## config.mk

```make
export PLATFORM = sky130hd
export DESIGN_NAME = running_sample_statistics
export DESIGN_NICKNAME = d
export VERILOG_FILES = /design/src/rtl/core/rss_pkg.sv /design/src/rtl/core/rss_cs_unit.sv /design/src/rtl/core/running_sample_statistics.sv
export SDC_FILE = /design/constraint.sdc
export NUM_CORES = 2
export LEC_CHECK = 0
export BUFFER_PORTS_ARGS = -buffer_cell sky130_fd_sc_hd__buf_2
export CORE_UTILIZATION = 60
export DETAILED_ROUTE_END_ITERATION = 6
export PLACE_DENSITY = 0.76
export SETUP_SLACK_MARGIN = 0.3
export SYNTH_ARGS = -nofsm -noshare
export SYNTH_HDL_FRONTEND = slang
export SYNTH_SLANG_ARGS = --single-unit
```

## constraint.sdc

```tcl
create_clock -name clk -period 19.3 [get_ports clk]
set_clock_uncertainty 0.1 [all_clocks]
set_input_delay 0 -clock clk [delete_from_list [all_inputs] [get_ports clk]]
set_output_delay 0 -clock clk [all_outputs]
set_load 0.1 [all_outputs]
```

## src/rtl/core/rss_pkg.sv

```systemverilog
// Shared constants, widths and control types for the running sample statistics block.
// Used by running_sample_statistics, rss_cs_unit and rss_port_check; depends on nothing.

package rss_pkg;

    localparam int SAMPLE_BITS = 16;
    localparam int COUNT_BITS  = 16;

    localparam logic [COUNT_BITS-1:0] COUNT_MAX = {COUNT_BITS{1'b1}};

    // Port widths of the result fields.
    localparam int TOTAL_W = 16;
    localparam int MEAN_W  = 24;
    localparam int EXT_W   = 16;
    localparam int DEV_W   = 23;

    // Running sums.
    localparam int SUM_W   = SAMPLE_BITS + COUNT_BITS;
    localparam int SQ_W    = 2 * SAMPLE_BITS + COUNT_BITS;
    localparam int SQ_HALF = SQ_W / 2;

    // Shared multiplier and the accumulator for N*S2 - S1*S1.
    localparam int MUL_W  = 32;
    localparam int PROD_W = 2 * MUL_W;
    localparam int ACC_W  = PROD_W + 2;

    // Fraction bits of the mean and of the deviation.
    localparam int MEAN_FRAC = 8;
    localparam int ROOT_FRAC = 8;

    // Radicand handling: the difference is kept to D_W bits and scaled by 2^(2*ROOT_FRAC).
    localparam int D_W    = 62;
    localparam int NUM_W  = 64;
    localparam int ITER_W = (NUM_W + 2 * ROOT_FRAC) / 2;
    localparam int RAD_W  = 2 * ITER_W;
    localparam int REM_W  = ITER_W + 2;
    localparam int CNT_W  = $clog2(ITER_W + 1);

    typedef enum logic {
        OP_DIV,
        OP_SQRT
    } rss_op_t;

    typedef struct packed {
        logic    start;
        rss_op_t op;
    } rss_cmd_t;

    typedef struct packed {
        logic busy;
        logic done;
    } rss_stat_t;

endpackage

```

## src/rtl/core/rss_cs_unit.sv

```systemverilog
// Shared shift, compare and subtract unit: restoring division or integer square root,
// one result bit per cycle. Depends on rss_pkg.

module rss_cs_unit
    import rss_pkg::*;
(
    input  logic                   clk,
    input  logic                   rst_n,
    input  rss_cmd_t               cmd,
    input  logic [NUM_W-1:0]       opnd,
    input  logic [COUNT_BITS-1:0]  den,
    output rss_stat_t              stat,
    output logic [ITER_W-1:0]      result
);

    logic [RAD_W-1:0]  src_reg;
    logic [REM_W-1:0]  rem_reg;
    logic [ITER_W-1:0] q_reg;
    logic [CNT_W-1:0]  cnt_reg;
    rss_op_t           op_reg;
    logic              busy_reg;
    logic              done_reg;

    logic [REM_W-1:0]  rem_shift;
    logic [REM_W-1:0]  trial;
    logic [REM_W:0]    diff;
    logic              fits;
    logic [REM_W-1:0]  rem_next;
    logic [ITER_W-1:0] q_next;
    logic [RAD_W-1:0]  src_next;

    // The square root brings in two radicand bits a step and tries 4*root+1;
    // the division brings in one dividend bit and tries the divisor.
    always_comb
    begin
        if (op_reg == OP_SQRT)
        begin
            rem_shift = {rem_reg[REM_W-3:0], src_reg[RAD_W-1 -: 2]};
            trial     = {q_reg, 2'b01};
            src_next  = {src_reg[RAD_W-3:0], 2'b00};
        end
        else
        begin
            rem_shift = {rem_reg[REM_W-2:0], src_reg[RAD_W-1]};
            trial     = {{(REM_W-COUNT_BITS){1'b0}}, den};
            src_next  = {src_reg[RAD_W-2:0], 1'b0};
        end
        diff     = {1'b0, rem_shift} - {1'b0, trial};
        fits     = ~diff[REM_W];
        rem_next = fits ? diff[REM_W-1:0] : rem_shift;
        q_next   = {q_reg[ITER_W-2:0], fits};
    end

    always_ff @(posedge clk or negedge rst_n)
    begin
        if (!rst_n)
        begin
            src_reg  <= '0;
            rem_reg  <= '0;
            q_reg    <= '0;
            cnt_reg  <= '0;
            op_reg   <= OP_DIV;
            busy_reg <= 1'b0;
            done_reg <= 1'b0;
        end
        else
        begin
            done_reg <= 1'b0;
            if (cmd.start)
            begin
                op_reg   <= cmd.op;
                rem_reg  <= '0;
                q_reg    <= '0;
                cnt_reg  <= CNT_W'(ITER_W);
                busy_reg <= 1'b1;
                if (cmd.op == OP_SQRT)
                begin
                    src_reg <= {opnd, {(2*ROOT_FRAC){1'b0}}};
                end
                else
                begin
                    src_reg <= {opnd[ITER_W-1:0], {ITER_W{1'b0}}};
                end
            end
            else if (busy_reg)
            begin
                src_reg <= src_next;
                rem_reg <= rem_next;
                q_reg   <= q_next;
                cnt_reg <= cnt_reg - 1'b1;
                if (cnt_reg == CNT_W'(1))
                begin
                    busy_reg <= 1'b0;
                    done_reg <= 1'b1;
                end
            end
        end
    end

    assign stat.busy = busy_reg;
    assign stat.done = done_reg;
    assign result    = q_reg;

endmodule

```

## src/rtl/core/running_sample_statistics.sv

```systemverilog
// Running count, mean, minimum, maximum and population deviation of a sample stream.
// Depends on rss_pkg and rss_cs_unit.
//
//   channel | signals                              | direction
//   input   | in_valid, in_stall, sample           | one sample per transaction
//   output  | out_valid, out_stall, sample_total,  | one result per transaction
//           | mean_value, lowest_seen,             |
//           | highest_seen, std_deviation, dropped |
//
// A transaction runs from acceptance to a loaded result through updates and multiplies on
// the shared 32x32 multiplier, three passes (start, steps, done) through the shared
// compare-subtract unit (square root, deviation divide, mean divide), and a final load of
// the output register.
// in_stall is high from acceptance until the result is loaded, so the block takes no new
// sample until the result of the previous one has been loaded.
// A result held by out_stall does not block acceptance of the next sample; the following
// result then waits, with in_stall still high, until the held one is taken.
// Reset clears the count, the sums, the minimum, the maximum and the output valid.

module running_sample_statistics
    import rss_pkg::*;
(
    input  logic                clk,
    input  logic                rst_n,
    input  logic                in_valid,
    output logic                in_stall,
    input  logic [15:0]         sample,
    output logic                out_valid,
    input  logic                out_stall,
    output logic [TOTAL_W-1:0]  sample_total,
    output logic [MEAN_W-1:0]   mean_value,
    output logic [EXT_W-1:0]    lowest_seen,
    output logic [EXT_W-1:0]    highest_seen,
    output logic [DEV_W-1:0]    std_deviation,
    output logic                dropped
);

    typedef enum logic [3:0] {
        ST_IDLE,
        ST_SQS,
        ST_UPDATE,
        ST_MAG,
        ST_MUL_S1,
        ST_MUL_LO,
        ST_MUL_HI,
        ST_ACC,
        ST_SQRT_GO,
        ST_SQRT_WAIT,
        ST_DEV_GO,
        ST_DEV_WAIT,
        ST_MEAN_GO,
        ST_MEAN_WAIT,
        ST_OUT
    } state_t;

    state_t                  state_reg;
    logic [SAMPLE_BITS-1:0]  sample_reg;
    logic [COUNT_BITS-1:0]   count_reg;
    logic [SUM_W-1:0]        sum_reg;
    logic [SQ_W-1:0]         square_sum_reg;
    logic [SAMPLE_BITS-1:0]  min_reg;
    logic [SAMPLE_BITS-1:0]  max_reg;
    logic [SUM_W-1:0]        mag_reg;
    logic [PROD_W-1:0]       prod_reg;
    logic [ACC_W-1:0]        acc_reg;
    logic                    drop_reg;
    logic [DEV_W-1:0]        dev_reg;
    logic [MEAN_W-1:0]       mean_reg;

    logic                    out_valid_reg;
    logic [TOTAL_W-1:0]      total_out_reg;
    logic [MEAN_W-1:0]       mean_out_reg;
    logic [EXT_W-1:0]        low_out_reg;
    logic [EXT_W-1:0]        high_out_reg;
    logic [DEV_W-1:0]        dev_out_reg;
    logic                    drop_out_reg;

    logic [SAMPLE_BITS-1:0]  smag;
    logic                    sum_neg;
    logic [MUL_W-1:0]        mul_a;
    logic [MUL_W-1:0]        mul_b;
    logic [NUM_W-1:0]        radicand;
    logic [MEAN_W-1:0]       quot_low;
    rss_cmd_t                cmd;
    rss_stat_t               stat;
    logic [NUM_W-1:0]        opnd;
    logic [ITER_W-1:0]       result;

    assign smag    = sample_reg[SAMPLE_BITS-1] ? (~sample_reg + 1'b1) : sample_reg;
    assign sum_neg = sum_reg[SUM_W-1];

    // A negative difference can only come from wrapped sums; it counts as zero.
    assign radicand = acc_reg[ACC_W-1] ? '0 : {{(NUM_W-D_W){1'b0}}, acc_reg[D_W-1:0]};
    assign quot_low = result[MEAN_W-1:0];

    always_comb
    begin
        case (state_reg)
            ST_SQS:
            begin
                mul_a = MUL_W'(smag);
                mul_b = MUL_W'(smag);
            end
            ST_MUL_S1:
            begin
                mul_a = MUL_W'(mag_reg);
                mul_b = MUL_W'(mag_reg);
            end
            ST_MUL_LO:
            begin
                mul_a = MUL_W'(count_reg);
                mul_b = MUL_W'(square_sum_reg[SQ_HALF-1:0]);
            end
            ST_MUL_HI:
            begin
                mul_a = MUL_W'(count_reg);
                mul_b = MUL_W'(square_sum_reg[SQ_W-1:SQ_HALF]);
            end
            default:
            begin
                mul_a = '0;
                mul_b = '0;
            end
        endcase
    end

    always_comb
    begin
        cmd.start = 1'b0;
        cmd.op    = OP_DIV;
        opnd      = '0;
        case (state_reg)
            ST_SQRT_GO:
            begin
                cmd.start = 1'b1;
                cmd.op    = OP_SQRT;
                opnd      = radicand;
            end
            ST_DEV_GO:
            begin
                cmd.start = 1'b1;
                opnd      = NUM_W'(result);
            end
            ST_MEAN_GO:
            begin
                cmd.start = 1'b1;
                opnd      = NUM_W'({mag_reg, {MEAN_FRAC{1'b0}}});
            end
            default:
            begin
                cmd.start = 1'b0;
            end
        endcase
    end

    rss_cs_unit u_cs_unit (
        .clk    (clk),
        .rst_n  (rst_n),
        .cmd    (cmd),
        .opnd   (opnd),
        .den    (count_reg),
        .stat   (stat),
        .result (result)
    );

    always_ff @(posedge clk or negedge rst_n)
    begin
        if (!rst_n)
        begin
            state_reg      <= ST_IDLE;
            sample_reg     <= '0;
            count_reg      <= '0;
            sum_reg        <= '0;
            square_sum_reg <= '0;
            min_reg        <= '0;
            max_reg        <= '0;
            mag_reg        <= '0;
            prod_reg       <= '0;
            acc_reg        <= '0;
            drop_reg       <= 1'b0;
            dev_reg        <= '0;
            mean_reg       <= '0;
            out_valid_reg  <= 1'b0;
            total_out_reg  <= '0;
            mean_out_reg   <= '0;
            low_out_reg    <= '0;
            high_out_reg   <= '0;
            dev_out_reg    <= '0;
            drop_out_reg   <= 1'b0;
        end
        else
        begin
            prod_reg <= mul_a * mul_b;

            // In ST_OUT the output register is either reloaded or held below.
            if (out_valid_reg && !out_stall && state_reg != ST_OUT)
            begin
                out_valid_reg <= 1'b0;
            end

            case (state_reg)
                ST_IDLE:
                begin
                    if (in_valid)
                    begin
                        sample_reg <= sample[SAMPLE_BITS-1:0];
                        state_reg  <= ST_SQS;
                    end
                end
                ST_SQS:
                begin
                    state_reg <= ST_UPDATE;
                end
                ST_UPDATE:
                begin
                    drop_reg <= (count_reg == COUNT_MAX);
                    if (count_reg != COUNT_MAX)
                    begin
                        if (count_reg == '0)
                        begin
                            min_reg <= sample_reg;
                            max_reg <= sample_reg;
                        end
                        else
                        begin
                            if ($signed(sample_reg) < $signed(min_reg))
                            begin
                                min_reg <= sample_reg;
                            end
                            if ($signed(sample_reg) > $signed(max_reg))
                            begin
                                max_reg <= sample_reg;
                            end
                        end
                        count_reg      <= count_reg + 1'b1;
                        sum_reg        <= sum_reg + {{(SUM_W-SAMPLE_BITS){sample_reg[SAMPLE_BITS-1]}},
                                                     sample_reg};
                        square_sum_reg <= square_sum_reg + SQ_W'(prod_reg[2*SAMPLE_BITS-1:0]);
                    end
                    state_reg <= ST_MAG;
                end
                ST_MAG:
                begin
                    mag_reg   <= sum_neg ? (~sum_reg + 1'b1) : sum_reg;
                    state_reg <= ST_MUL_S1;
                end
                ST_MUL_S1:
                begin
                    state_reg <= ST_MUL_LO;
                end
                ST_MUL_LO:
                begin
                    // prod_reg holds S1*S1 here; the accumulator starts at its negation.
                    acc_reg   <= '0 - ACC_W'(prod_reg);
                    state_reg <= ST_MUL_HI;
                end
                ST_MUL_HI:
                begin
                    acc_reg   <= acc_reg + ACC_W'(prod_reg);
                    state_reg <= ST_ACC;
                end
                ST_ACC:
                begin
                    acc_reg   <= acc_reg + (ACC_W'(prod_reg) << SQ_HALF);
                    state_reg <= ST_SQRT_GO;
                end
                ST_SQRT_GO:
                begin
                    state_reg <= ST_SQRT_WAIT;
                end
                ST_SQRT_WAIT:
                begin
                    if (stat.done)
                    begin
                        state_reg <= ST_DEV_GO;
                    end
                end
                ST_DEV_GO:
                begin
                    state_reg <= ST_DEV_WAIT;
                end
                ST_DEV_WAIT:
                begin
                    if (stat.done)
                    begin
                        dev_reg   <= result[DEV_W-1:0];
                        state_reg <= ST_MEAN_GO;
                    end
                end
                ST_MEAN_GO:
                begin
                    state_reg <= ST_MEAN_WAIT;
                end
                ST_MEAN_WAIT:
                begin
                    if (stat.done)
                    begin
                        mean_reg  <= sum_neg ? ('0 - quot_low) : quot_low;
                        state_reg <= ST_OUT;
                    end
                end
                ST_OUT:
                begin
                    if (!out_valid_reg || !out_stall)
                    begin
                        out_valid_reg <= 1'b1;
                        total_out_reg <= TOTAL_W'(count_reg);
                        mean_out_reg  <= mean_reg;
                        low_out_reg   <= EXT_W'(min_reg);
                        high_out_reg  <= EXT_W'(max_reg);
                        dev_out_reg   <= dev_reg;
                        drop_out_reg  <= drop_reg;
                        state_reg     <= ST_IDLE;
                    end
                end
                default:
                begin
                    state_reg <= ST_IDLE;
                end
            endcase
        end
    end

    assign in_stall      = (state_reg != ST_IDLE);
    assign out_valid     = out_valid_reg;
    assign sample_total  = total_out_reg;
    assign mean_value    = mean_out_reg;
    assign lowest_seen   = low_out_reg;
    assign highest_seen  = high_out_reg;
    assign std_deviation = dev_out_reg;
    assign dropped       = drop_out_reg;

endmodule

```

==> metrics.cfg <==
[run_status]
status=complete, no violations

[global_routing]
grt_antenna_before_repair=6
use_met3_pct=9.56
grt_max_degree=112
gr-usage-met1_pct=53.1
met2_usage_pct=60.6
grt_pass1_vias=61700
grt-busiest-layer=met2
overflow=0
grt_pass1_wl_mm=367
track_usage_pct=39.7

[clock_tree]
clockBufferDepth=3
cts_sinks=609
clk_latency_ns=0.65
clk_pin_slew_ns=0.07
cts_tree=done
cts_root_buffer=clkbuf_16
htree_levels=3
numCtsBuffers=70
post_cts_buffers=0

[drt]
wl_per_cell_um=24.6
avgViaCountPerCell=6.32
route.vias.total=61500
dr.pass1.iters=7
drt_iter0_markers=7202
wirelength_mm=239
ant_nets=0
route.detailed.drc=0

[final_layout]
utilization_pct=65.0
drive_gt1_share_pct=8.00
largest_register_ffs=66
syn_to_final_growth_pct=6.81
nets=9505
stdcell_area_um2=77100

[timing]
worst_pin_slew_ns=1.39
setup_viol=0
hold_ws_ns=0.00317
rsz0062_at_grt=no
finalMaxSlewViolations=0
setup_tns_ns=0
finalWorstSetupSlack_ns=7.32
finalCritPeriodShare_pct=62.1
period_needed_ns=11.98
finalHoldViolCount=0
maxSlewHeadroom_pct=6.25
fmax_ghz=0.0835

[job]
max-cap-violations=0

[worst_setup_path]
cp.required_ns=19.70
startpoint_type=register
crit_path_end_kind=register
cp.arrival_ns=12.38
critPathMostFrequentCell=fa_1
cp_slowest_cell=o21ai_0
critPathMaxStageDelay_ns=1.12
crit_fanout=46
path_class=register to register

[place]
port_buffers=117
gp_congestion=1.05
hpwl_mm=182
post-place-ws_ns=7.67
post_dp_cell_area_um2=74400

[floorplanning]
start_util_pct=60.8
rows=126
die_y_um=349
die_w_um=349
ios=118
coreArea_um2=119000
die-area_um2=122000

[synthesis]
yosysTopAreaCellShare_pct=25.0
ys_ff_latch=609
synth-main-ff-cell=dfrtp_1
syn_inst=8156
ys_top_cells_by_count=inv_1 (1107), nand2_1 (1088), fa_1 (901)
synth_top_cells_by_area=fa_1 (25%), dfrtp_1 (21%), ha_1 (8.9%)
ys_types=89
synth_warnings=0
syn_area_um2=72200
synth_edf_count=0
yosysSeqAreaShare_pct=21.1
yosys.area.top_type=fa_1
synthArstFlopShare_pct=100
synth_area_per_cell_um2=8.85
syn_nets=9589
yosys.cell_count.top_type=inv_1

[worst_hold_path]
hold_class=primary input to asynchronous set/reset pin

[pwr]
cellLeakagePower_nw=40.3
vdd_drop_max_uv=77.2
power.density_nw_per_um2=35.7

==> stage by stage <==
step                std cells  power [W]
floorplan                8156    0.00130
global placement         9579    0.00133
detailed placement       9580    0.00133
CTS                      9727    0.00277
global route             9727    0.00281
finish                   9729    0.00275
==> critical path: cells and delay by family, from the launching register on <==
family	cells	cell delay (ns)
compound gates	11	4.99
fa+ha+maj	9	4.42
simple gates	4	1.25
buf+inv	4	0.50
flops	1	0.36
xor+xnor	1	0.15
==> cell families after synthesis <==
logic type	synth area share (%)
adder cells (fa/ha/maj)	33.9
AO/OA/AOI/OAI	14.2
flip-flops	21.1
XOR/XNOR	4.80
multiplexers	4.24
buffers and inverters	8.06
AND/OR/NAND/NOR	13.7
==> worst paths after layout <==
| kind | start | end | slack [ns] | depth (start not counted) |
|---|---|---|---|---|
| max | state_reg[1]$_DFFE_PN0P_ | prod_reg[58]$_DFF_PN0_ | 7.32 | 29 |
| min | rst_n | u_cs_unit.rem_reg[14]$_DFFE_PN0P_ | 0.003 | 3 |
| max in group asynchronous | rst_n | sum_reg[31]$_DFFE_PN0P_ | 17.38 | 4 |
| max reg2reg | state_reg[1]$_DFFE_PN0P_ | prod_reg[58]$_DFF_PN0_ | 7.32 | 29 |
| min in group clk | sample[7] | sample_reg[7]$_DFFE_PN0P_ | 0.04 | 3 |
| min reg2reg | lowest_seen[13]$_DFFE_PN0P_ | lowest_seen[13]$_DFFE_PN0P_ | 0.37 | 2 |
==> layout make-up <==
class / instances / area, µm²
clock buffers: 99 / 2080
clock inverters: 28 / 385
inverters: 1115 / 4190
fillers: 9746 / 41600
well taps: 1600 / 2000
repair buffers: 273 / 1830
flip-flops and latches: 609 / 15200
diodes: 2 / 5.00
multi-input cells: 6003 / 51400
==> placed cells by master, fill, tap and decap left out, types with 42 or more instances in the layout <==
cell type,Yosys,final
and3_1,77,77
xor2_1,210,210
inv_1,1107,1107
a221oi_1,61,52
nand2_1,1088,1087
a221o_1,47,46
dfrtp_1,609,605
mux2_2,201,201
o31ai_1,42,42
nand4_1,52,52
nor3_1,73,71
nand3_1,88,85
a21oi_1,435,427
o21bai_1,49,49
mux2i_1,80,80
clkbuf_16,0,71
fa_1,901,901
nand2b_1,42,42
nor2_1,694,687
xnor2_1,186,186
buf_4,0,136
a21o_1,193,193
o21ai_0,423,421
ha_1,512,512
a31oi_1,53,52
buf_2,6,116
==> routing by layer <==
metal	wire length (µm)	part of all wire [%]	vias up
li1	-	-	26700
met1	92200	38	30500
met2	104000	44	3550
met3	28600	12	777
met4	14400	6.0	0
met5	0	0	-
==> where the power goes <==
group | total [W] | internal, W | leakage (nW) | switching, W
clock | 0.00144 | 0.000863 | 1.22 | 0.000580
sequential | 0.00128 | 0.00128 | 8.50 | 0.0000000000000000000149
combinational | 0.0000337 | 0.00000571 | 30.6 | 0.0000279
total | 0.00275 | 0.00215 | 40.3 | 0.000608
==> timing repair <==
action | CTS | global route
gates resized for setup | 0 | 0
hold buffers | 20 | 0
hold endpoints to repair | 132 | 0
setup endpoints to repair | 0 | 0
No activity file was read; power rests on OpenSTA's default activity.
